==> config.mk <==
export PLATFORM = sky130hd
export DESIGN_NAME = key_hash_bucket
export DESIGN_NICKNAME = d
export VERILOG_FILES = /design/src/rtl/core/khb_pkg.sv /design/src/rtl/core/khb_crc_front.sv /design/src/rtl/core/khb_queue.sv /design/src/rtl/core/khb_mix_back.sv /design/src/rtl/core/key_hash_bucket.sv
export SDC_FILE = /design/constraint.sdc
export NUM_CORES = 2
export LEC_CHECK = 0
export BUFFER_PORTS_ARGS = -buffer_cell sky130_fd_sc_hd__buf_2
export CAP_MARGIN = 20
export CORE_MARGIN = 2
export CORE_UTILIZATION = 40
export CTS_BUF_LIST = sky130_fd_sc_hd__clkbuf_4 sky130_fd_sc_hd__clkbuf_8 sky130_fd_sc_hd__clkbuf_16
export DETAILED_ROUTE_END_ITERATION = 8
export SLEW_MARGIN = 15
export SYNTH_ARGS = -nofsm -noshare
export SYNTH_HDL_FRONTEND = slang
export SYNTH_SLANG_ARGS = --single-unit
==> constraint.sdc <==
create_clock -name clock -period 33.3 [get_ports clock]
set_input_delay 1.665 -clock clock [delete_from_list [all_inputs] [get_ports clock]]
set_output_delay 1.665 -clock clock [all_outputs]
set_load 0.1 [all_outputs]
==> src/rtl/core/khb_pkg.sv <==
// khb_pkg: shared types and constants of the key hash bucket block
// no dependencies; imported by every module of the block
`default_nettype none

package khb_pkg;

   localparam logic [31:0] CRC_POLY       = 32'h82F6_3B78;
   localparam logic [31:0] MIX_MULT       = 32'd2654435761;
   localparam logic [31:0] BUCKET_RESET   = 32'd65536;
   localparam int          MIX_STEPS      = 8;
   localparam int          DIV_STEPS      = 64;

   // shift amounts of the mix; even steps add-shift-left, odd steps xor-shift-right
   localparam logic [4:0] MIX_SHIFT [MIX_STEPS] = '{
      5'd12, 5'd22, 5'd4, 5'd9, 5'd10, 5'd2, 5'd7, 5'd12
   };

   typedef struct packed {
      logic full;
      logic empty;
   } khb_queue_status_type;

endpackage

`default_nettype wire

==> src/rtl/core/khb_crc_front.sv <==
// khb_crc_front: accepts key bytes and folds them into a running crc-32c
// depends on khb_pkg; pushes the finished crc of each key into khb_queue
`default_nettype none

module khb_crc_front
   import khb_pkg::*;
(
   input  wire logic                 clock,
   input  wire logic                 reset,
   input  wire logic                 req_valid,
   output logic                      req_stall,
   input  wire logic [7:0]           req_key_byte,
   input  wire logic                 req_last_byte,
   input  wire khb_queue_status_type queue_status,
   output logic                      push,
   output logic [31:0]               push_data
);

   logic [31:0] running_crc_ff;
   logic [31:0] running_crc_in;
   logic [31:0] crc_next;
   logic        accept;

   // reflected crc, one byte: eight shift steps
   function automatic logic [31:0] crc_byte(input logic [31:0] crc, input logic [7:0] data);
      logic [31:0] c;
      c = crc ^ {24'b0, data};
      for (int b = 0; b < 8; b++) begin
         c = c[0] ? ((c >> 1) ^ CRC_POLY) : (c >> 1);
      end
      return c;
   endfunction

   assign req_stall = queue_status.full;
   assign accept    = req_valid && !req_stall;
   assign crc_next  = crc_byte(running_crc_ff, req_key_byte);
   assign push      = accept && req_last_byte;
   assign push_data = crc_next;

   always_comb begin
      running_crc_in = running_crc_ff;
      if (accept) begin
         running_crc_in = req_last_byte ? 32'b0 : crc_next;
      end
   end

   always_ff @(posedge clock) begin
      if (reset) begin
         running_crc_ff <= 32'b0;
      end else begin
         running_crc_ff <= running_crc_in;
      end
   end

endmodule

`default_nettype wire

==> src/rtl/core/khb_queue.sv <==
// khb_queue: small register queue of finished key crcs between front and back
// depends on khb_pkg for the status struct
`default_nettype none

module khb_queue
   import khb_pkg::*;
#(
   parameter int DEPTH = 4
)
(
   input  wire logic          clock,
   input  wire logic          reset,
   input  wire logic          push,
   input  wire logic [31:0]   push_data,
   input  wire logic          pop,
   output logic [31:0]        pop_data,
   output khb_queue_status_type status
);

   localparam int PTR_W = $clog2(DEPTH);
   localparam int CNT_W = $clog2(DEPTH + 1);

   logic [31:0]      entry_ff [DEPTH];
   logic [PTR_W-1:0] wr_ptr_ff, wr_ptr_in;
   logic [PTR_W-1:0] rd_ptr_ff, rd_ptr_in;
   logic [CNT_W-1:0] count_ff, count_in;

   function automatic logic [PTR_W-1:0] ptr_inc(input logic [PTR_W-1:0] p);
      return (p == PTR_W'(DEPTH - 1)) ? '0 : p + PTR_W'(1);
   endfunction

   assign pop_data     = entry_ff[rd_ptr_ff];
   assign status.full  = (count_ff == CNT_W'(DEPTH));
   assign status.empty = (count_ff == '0);

   always_comb begin
      wr_ptr_in = push ? ptr_inc(wr_ptr_ff) : wr_ptr_ff;
      rd_ptr_in = pop  ? ptr_inc(rd_ptr_ff) : rd_ptr_ff;
      count_in  = count_ff;
      if (push && !pop) begin
         count_in = count_ff + CNT_W'(1);
      end else if (pop && !push) begin
         count_in = count_ff - CNT_W'(1);
      end
   end

   always_ff @(posedge clock) begin
      if (push) begin
         entry_ff[wr_ptr_ff] <= push_data;
      end
   end

   always_ff @(posedge clock) begin
      if (reset) begin
         wr_ptr_ff <= '0;
         rd_ptr_ff <= '0;
         count_ff  <= '0;
      end else begin
         wr_ptr_ff <= wr_ptr_in;
         rd_ptr_ff <= rd_ptr_in;
         count_ff  <= count_in;
      end
   end

endmodule

`default_nettype wire

==> src/rtl/core/khb_mix_back.sv <==
// khb_mix_back: mixes each key crc, multiplies and reduces it to a bucket index
// depends on khb_pkg; takes crcs from khb_queue and drives the result channel
`default_nettype none

module khb_mix_back
   import khb_pkg::*;
(
   input  wire logic                 clock,
   input  wire logic                 reset,
   input  wire khb_queue_status_type queue_status,
   input  wire logic [31:0]          pop_data,
   output logic                      pop,
   input  wire logic [31:0]          bucket_count,
   output logic                      rsp_valid,
   input  wire logic                 rsp_stall,
   output logic [31:0]               rsp_bucket_index
);

   typedef enum logic [6:0] {
      ST_IDLE   = 7'b0000001,
      ST_MIX    = 7'b0000010,
      ST_MUL_LO = 7'b0000100,
      ST_MUL_HI = 7'b0001000,
      ST_SUM    = 7'b0010000,
      ST_DIV    = 7'b0100000,
      ST_HOLD   = 7'b1000000
   } khb_back_state_type;

   localparam int STEP_W = $clog2(MIX_STEPS);
   localparam int BIT_W  = $clog2(DIV_STEPS);

   khb_back_state_type state_ff, state_in;
   logic [STEP_W-1:0]  step_ff, step_in;
   logic [BIT_W-1:0]   bit_ff, bit_in;
   logic [63:0]        key_ff, key_in;
   logic [63:0]        prod_ff, prod_in;
   logic [31:0]        hi_prod_ff, hi_prod_in;
   logic [63:0]        quo_ff, quo_in;
   logic [32:0]        rem_ff, rem_in;
   logic               rsp_valid_ff, rsp_valid_in;
   logic [31:0]        rsp_index_ff, rsp_index_in;

   logic [4:0]  shift;
   logic [63:0] mixed;
   logic [31:0] mul_a;
   logic [63:0] mul_p;
   logic [63:0] hash;
   logic [32:0] rem_shift;
   logic [33:0] rem_diff;
   logic        out_free;

   assign shift = MIX_SHIFT[step_ff];
   assign mixed = step_ff[0] ? (key_ff ^ (key_ff >> shift)) : (key_ff + (key_ff << shift));

   // (k >> 3) split into low 32 and high 29 bits; one shared 32x32 multiplier
   assign mul_a = (state_ff == ST_MUL_LO) ? key_ff[34:3] : {3'b0, key_ff[63:35]};
   assign mul_p = 64'(mul_a) * 64'(MIX_MULT);
   assign hash  = prod_ff + {hi_prod_ff, 32'b0};

   // restoring division, one quotient bit per cycle
   assign rem_shift = {rem_ff[31:0], quo_ff[63]};
   assign rem_diff  = {1'b0, rem_shift} - {2'b0, bucket_count};

   assign out_free = !rsp_valid_ff || !rsp_stall;
   assign pop      = (state_ff == ST_IDLE) && !queue_status.empty;

   always_comb begin
      state_in     = state_ff;
      step_in      = step_ff;
      bit_in       = bit_ff;
      key_in       = key_ff;
      prod_in      = prod_ff;
      hi_prod_in   = hi_prod_ff;
      quo_in       = quo_ff;
      rem_in       = rem_ff;
      rsp_valid_in = rsp_valid_ff && rsp_stall;
      rsp_index_in = rsp_index_ff;
      case (state_ff)
         ST_IDLE: begin
            if (pop) begin
               key_in   = {32'b0, pop_data};
               step_in  = '0;
               state_in = ST_MIX;
            end
         end
         ST_MIX: begin
            key_in  = mixed;
            step_in = step_ff + STEP_W'(1);
            if (step_ff == STEP_W'(MIX_STEPS - 1)) begin
               state_in = ST_MUL_LO;
            end
         end
         ST_MUL_LO: begin
            prod_in  = mul_p;
            state_in = ST_MUL_HI;
         end
         ST_MUL_HI: begin
            hi_prod_in = mul_p[31:0];
            state_in   = ST_SUM;
         end
         ST_SUM: begin
            quo_in = hash;
            bit_in = '0;
            if (bucket_count == 32'b0) begin
               // zero bucket count: low 32 bits of the hash pass through
               rem_in   = {1'b0, hash[31:0]};
               state_in = ST_HOLD;
            end else begin
               rem_in   = '0;
               state_in = ST_DIV;
            end
         end
         ST_DIV: begin
            quo_in = {quo_ff[62:0], 1'b0};
            rem_in = rem_diff[33] ? rem_shift : rem_diff[32:0];
            bit_in = bit_ff + BIT_W'(1);
            if (bit_ff == BIT_W'(DIV_STEPS - 1)) begin
               state_in = ST_HOLD;
            end
         end
         ST_HOLD: begin
            if (out_free) begin
               rsp_valid_in = 1'b1;
               rsp_index_in = rem_ff[31:0];
               state_in     = ST_IDLE;
            end
         end
         default: begin
            state_in = ST_IDLE;
         end
      endcase
   end

   always_ff @(posedge clock) begin
      step_ff      <= step_in;
      bit_ff       <= bit_in;
      key_ff       <= key_in;
      prod_ff      <= prod_in;
      hi_prod_ff   <= hi_prod_in;
      quo_ff       <= quo_in;
      rem_ff       <= rem_in;
      rsp_index_ff <= rsp_index_in;
   end

   always_ff @(posedge clock) begin
      if (reset) begin
         state_ff     <= ST_IDLE;
         rsp_valid_ff <= 1'b0;
      end else begin
         state_ff     <= state_in;
         rsp_valid_ff <= rsp_valid_in;
      end
   end

   assign rsp_valid        = rsp_valid_ff;
   assign rsp_bucket_index = rsp_index_ff;

endmodule

`default_nettype wire

==> src/rtl/core/key_hash_bucket.sv <==
// key_hash_bucket: maps keys, streamed one byte per cycle unless stalled, to hash
// table buckets. The front takes one key byte every cycle into a crc-32c while
// the queue is not full; a key's crc then waits in a QUEUE_DEPTH entry queue
// until the back is free. The back pops the crc, runs 8 mix steps, multiplies on
// one shared 32x32 multiplier, sums, runs a bit-serial modulo by bucket_count and
// loads the result register; with a bucket count of zero the modulo is skipped,
// giving the low 32 bits of the mixed hash. A stalled result holds the back in
// place. Keys long enough for the back to keep pace stream with no stall while
// the result side keeps up; shorter keys fill the queue and stall the input.
// bucket_count (reset 65536) is written through csr_wr_en/csr_wr_data; the user
// must write it only while the block is idle, which the block does not enforce.
`default_nettype none

module key_hash_bucket
   import khb_pkg::*;
#(
   parameter int QUEUE_DEPTH = 4
)
(
   input  wire logic        clock,
   input  wire logic        reset,
   input  wire logic        req_valid,
   output logic             req_stall,
   input  wire logic [7:0]  req_key_byte,
   input  wire logic        req_last_byte,
   output logic             rsp_valid,
   input  wire logic        rsp_stall,
   output logic [31:0]      rsp_bucket_index,
   input  wire logic        csr_wr_en,
   input  wire logic [31:0] csr_wr_data
);

   logic [31:0]          bucket_count_ff;
   logic [31:0]          bucket_count_in;
   khb_queue_status_type queue_status;
   logic                 push;
   logic [31:0]          push_data;
   logic                 pop;
   logic [31:0]          pop_data;

   assign bucket_count_in = csr_wr_en ? csr_wr_data : bucket_count_ff;

   always_ff @(posedge clock) begin
      if (reset) begin
         bucket_count_ff <= BUCKET_RESET;
      end else begin
         bucket_count_ff <= bucket_count_in;
      end
   end

   khb_crc_front u_front (
      .clock         (clock),
      .reset         (reset),
      .req_valid     (req_valid),
      .req_stall     (req_stall),
      .req_key_byte  (req_key_byte),
      .req_last_byte (req_last_byte),
      .queue_status  (queue_status),
      .push          (push),
      .push_data     (push_data)
   );

   khb_queue #(
      .DEPTH (QUEUE_DEPTH)
   ) u_queue (
      .clock     (clock),
      .reset     (reset),
      .push      (push),
      .push_data (push_data),
      .pop       (pop),
      .pop_data  (pop_data),
      .status    (queue_status)
   );

   khb_mix_back u_back (
      .clock            (clock),
      .reset            (reset),
      .queue_status     (queue_status),
      .pop_data         (pop_data),
      .pop              (pop),
      .bucket_count     (bucket_count_ff),
      .rsp_valid        (rsp_valid),
      .rsp_stall        (rsp_stall),
      .rsp_bucket_index (rsp_bucket_index)
   );

endmodule

`default_nettype wire
==> metrics.yaml <==
status:
  status: "complete, no violations"
cts:
  cts_made_buffers: 58
  ctsHoldBuffers: 0
  h-tree-depth: 2
  cts_setup_buffers: 0
  cts-root-buf: "clkbuf_16"
  cts_tree: "yes"
  path_clk_slew_ns: 0.06
  insertion_delay_ns: 0.69
  clockBufferDepth: 3
  cts_sinks: 506
  cts_resized: 0
route:
  routed_via_density: 5.52
  totalWireLength_mm: 160
  vias: 39616
  drt_iter0_markers: 3646
  first_pass_iters: 5
  drc: 0
  ant_nets: 0
  wl_per_cell_microns: 22.3
timing:
  post-route-min-period_ns: 10.38
  fin_tns_setup_ns: 0
  fin_hold_ws_ns: 0.496
  setup_viol: 0
  final.setup_skew_ns: 0.0520
  hold_violations: 0
  max_freq_mhz: 96.3
  rsz0062_at_grt: "false"
  worst_slew_pin_slew_ns: 1.07
  fin_crit_sh_pct: 31.2
  slew_violations: 0
  slew_headroom_pct: 27.6
hold_path:
  min-delay-start: "u_back.rem_ff[30]"
  hold-path-endpoint: "u_back.rsp_bucket_index[30]"
  hold_path_depth: 0
  hold_path_class: "flip-flop to flip-flop"
die:
  die-area_sq_mm: 0.136
  initial_utilization_pct: 40.4
  std_cell_rows: 133
  num_io_pins: 80
  die_y_microns: 369
  core_sq_mm: 0.132
  fp.dieW_microns: 369
global_routing:
  grtUsageTotal_pct: 23.2
  grt_pass1_vias: 39592
  grt_first_pass_wirelength_mm: 243
  grt.overflow.total: 0
  grt_start_max_net_pins: 95
  antenna_found_initial: 4
critical_path:
  cp.depth: 30
  ff2ff_path_depth: 30
  critPathBufInv: 6
  cp.required_ns: 33.73
  critPathLaunchType: "flip-flop"
  critical_path.max_stage_delay_ns: 0.66
  crit_fanout: 25
  reg2reg_slack_ns: 22.92
  timing.critical_path.mode_cell: "fa_1"
  crit_arrival_ns: 10.81
  crit_type: "flip-flop to flip-flop"
  cp_top_family: "adder cells"
  end_kind: "flip-flop"
  r2r_end: "u_back.prod_ff[56]"
  crit_slowest_cell: "or4b_2"
  r2r-start: "u_back.state_ff[4]"
placement:
  gp_congestion: 1.01
  dp_hpwl_mm: 129
  io_buffers: 79
  placedCellCount: 7063
cells_and_area:
  fin_cells: 7172
  n_fill_cell: 12752
  area_delta_synth_final_pct: 7.78
  drive_gt1_share_pct: 6.78
  final_common_cell: "inv_1"
  final_nets: 6388
  final_cell_mix: "inv_1 (725), ha_1 (530), nand2_1 (477)"
logic_synthesis:
  synth_edf_count: 425
  synth_seq_cells: 506
  synth_area_per_cell_sq_um: 9.83
  synth.net_count: 6439
  synthArstFlopShare_pct: 0
  yosysSeqAreaShare_pct: 27.0
  synth_area_sq_mm: 0.0533
  syn_inst: 5420
  ys_types: 86
  synth_ff_type: "edfxtp_1"
  yosys_warnings: 0
flow_run:
  max_cap_violations: 0
==> worst max path at each step <==
stage	start	end	slack (ns)
after floorplan	u_back.state_ff[0]	u_back.prod_ff[56]	22.14
after global placement	u_back.state_ff[4]	u_back.prod_ff[56]	23.23
after detailed placement	u_back.state_ff[4]	u_back.prod_ff[56]	22.92
after CTS	u_back.state_ff[4]	u_back.prod_ff[56]	22.93
after global routing	u_back.state_ff[4]	u_back.prod_ff[56]	22.33
final	u_back.state_ff[4]	u_back.prod_ff[56]	22.92
==> cell type report <==
type	instances	area, sq um	area share [%]
sequential	506	14400	25.1
multi-input combinational	3947	35300	61.5
clock buffer	76	1630	2.84
clock inverter	31	367	0.638
antenna	1	2.50	0.00436
tap	1755	2200	3.82
inverter	731	2750	4.78
timing repair buffer	125	761	1.32
==> registers in the layout, indices dropped and copies added (netlist names), named ones only <==
signal	count
bucket_count_ff	32
u_back.bit_ff	6
u_back.hi_prod_ff	32
u_back.key_ff	64
u_back.prod_ff	64
u_back.quo_ff	64
u_back.rem_ff	32
u_back.rsp_bucket_index	32
u_back.rsp_valid	1
u_back.state_ff	7
u_back.step_ff	3
u_front.running_crc_ff	32
u_queue.count_ff	3
u_queue.entry_ff	128
u_queue.rd_ptr_ff	2
u_queue.wr_ptr_ff	2
==> cell families (layout without fill, tap and decap cells) <==
group / after synthesis / after routing / synth area share, %
flops: 506 / 506 / 27.0
other cells: 1 / 2 / 0.00704
compound gates: 936 / 936 / 10.7
buf+inv: 967 / 963 / 6.91
simple gates: 1190 / 1190 / 9.87
mux: 493 / 493 / 10.6
fa+ha+maj: 975 / 975 / 29.1
xor+xnor: 352 / 352 / 5.81
==> synth_stat cells, types with 11 or more instances <==
| cell | count | area (sq um) |
|---|---|---|
| xnor2_1 | 232 | 2030 |
| clkbuf_1 | 168 | 631 |
| o22ai_1 | 11 | 68.8 |
| nor2_1 | 358 | 1340 |
| mux2i_1 | 399 | 3990 |
| xor2_1 | 118 | 1030 |
| nor3_1 | 35 | 175 |
| fa_1 | 442 | 8850 |
| mux2_2 | 42 | 473 |
| ha_1 | 531 | 6640 |
| nand4_1 | 43 | 269 |
| nor4_1 | 18 | 113 |
| mux4_2 | 48 | 1080 |
| buf_1 | 37 | 139 |
| nand2_1 | 479 | 1800 |
| a211oi_1 | 29 | 218 |
| a31oi_1 | 29 | 181 |
| and3_1 | 44 | 275 |
| and2_1 | 27 | 169 |
| buf_2 | 27 | 135 |
| o211ai_1 | 19 | 143 |
| o31ai_1 | 12 | 90.1 |
| dfxtp_1 | 81 | 1620 |
| o21ai_0 | 243 | 1220 |
| nand2b_1 | 29 | 181 |
| edfxtp_1 | 425 | 12800 |
| a22oi_1 | 30 | 225 |
| a21oi_1 | 307 | 1540 |
| inv_1 | 726 | 2730 |
| a21o_1 | 96 | 721 |
| nand3_1 | 78 | 390 |
| nor2b_1 | 25 | 156 |
| o21a_1 | 28 | 210 |
| or3_1 | 22 | 138 |
| o21bai_1 | 30 | 225 |
==> worst reg2reg max path, delay by kind of cell, from the launching register on <==
kind / cells / cell delay (ns)
compound gates: 7 / 1.63
fa+ha+maj: 9 / 4.27
mux: 1 / 0.67
xor+xnor: 1 / 0.12
buf+inv: 6 / 0.95
flops: 1 / 0.35
simple gates: 6 / 2.18
==> metal layers <==
metal | track usage [%] | vias to the layer above | part of all wire (%)
met2 | 36.8 | 1316 | 45
li1 | - | 18483 | -
met4 | 6.02 | 0 | 2.7
met1 | 32.9 | 19617 | 45
met5 | 0 | - | 0
met3 | 3.46 | 200 | 6.8
==> stage by stage <==
stage               cell area, sq um  worst slack, ns  util (%)
floorplan                      53300            22.14         -
global placement               55400            23.23      42.0
detailed placement             55400            22.92      42.0
CTS                            57400            22.93      43.5
global route                   57400            22.33      43.6
finish                         57400            22.92      43.6
Power is left out: the tool's default activity adds up to more than one toggle a clock period on the data nets, which glitch-free logic cannot reach.
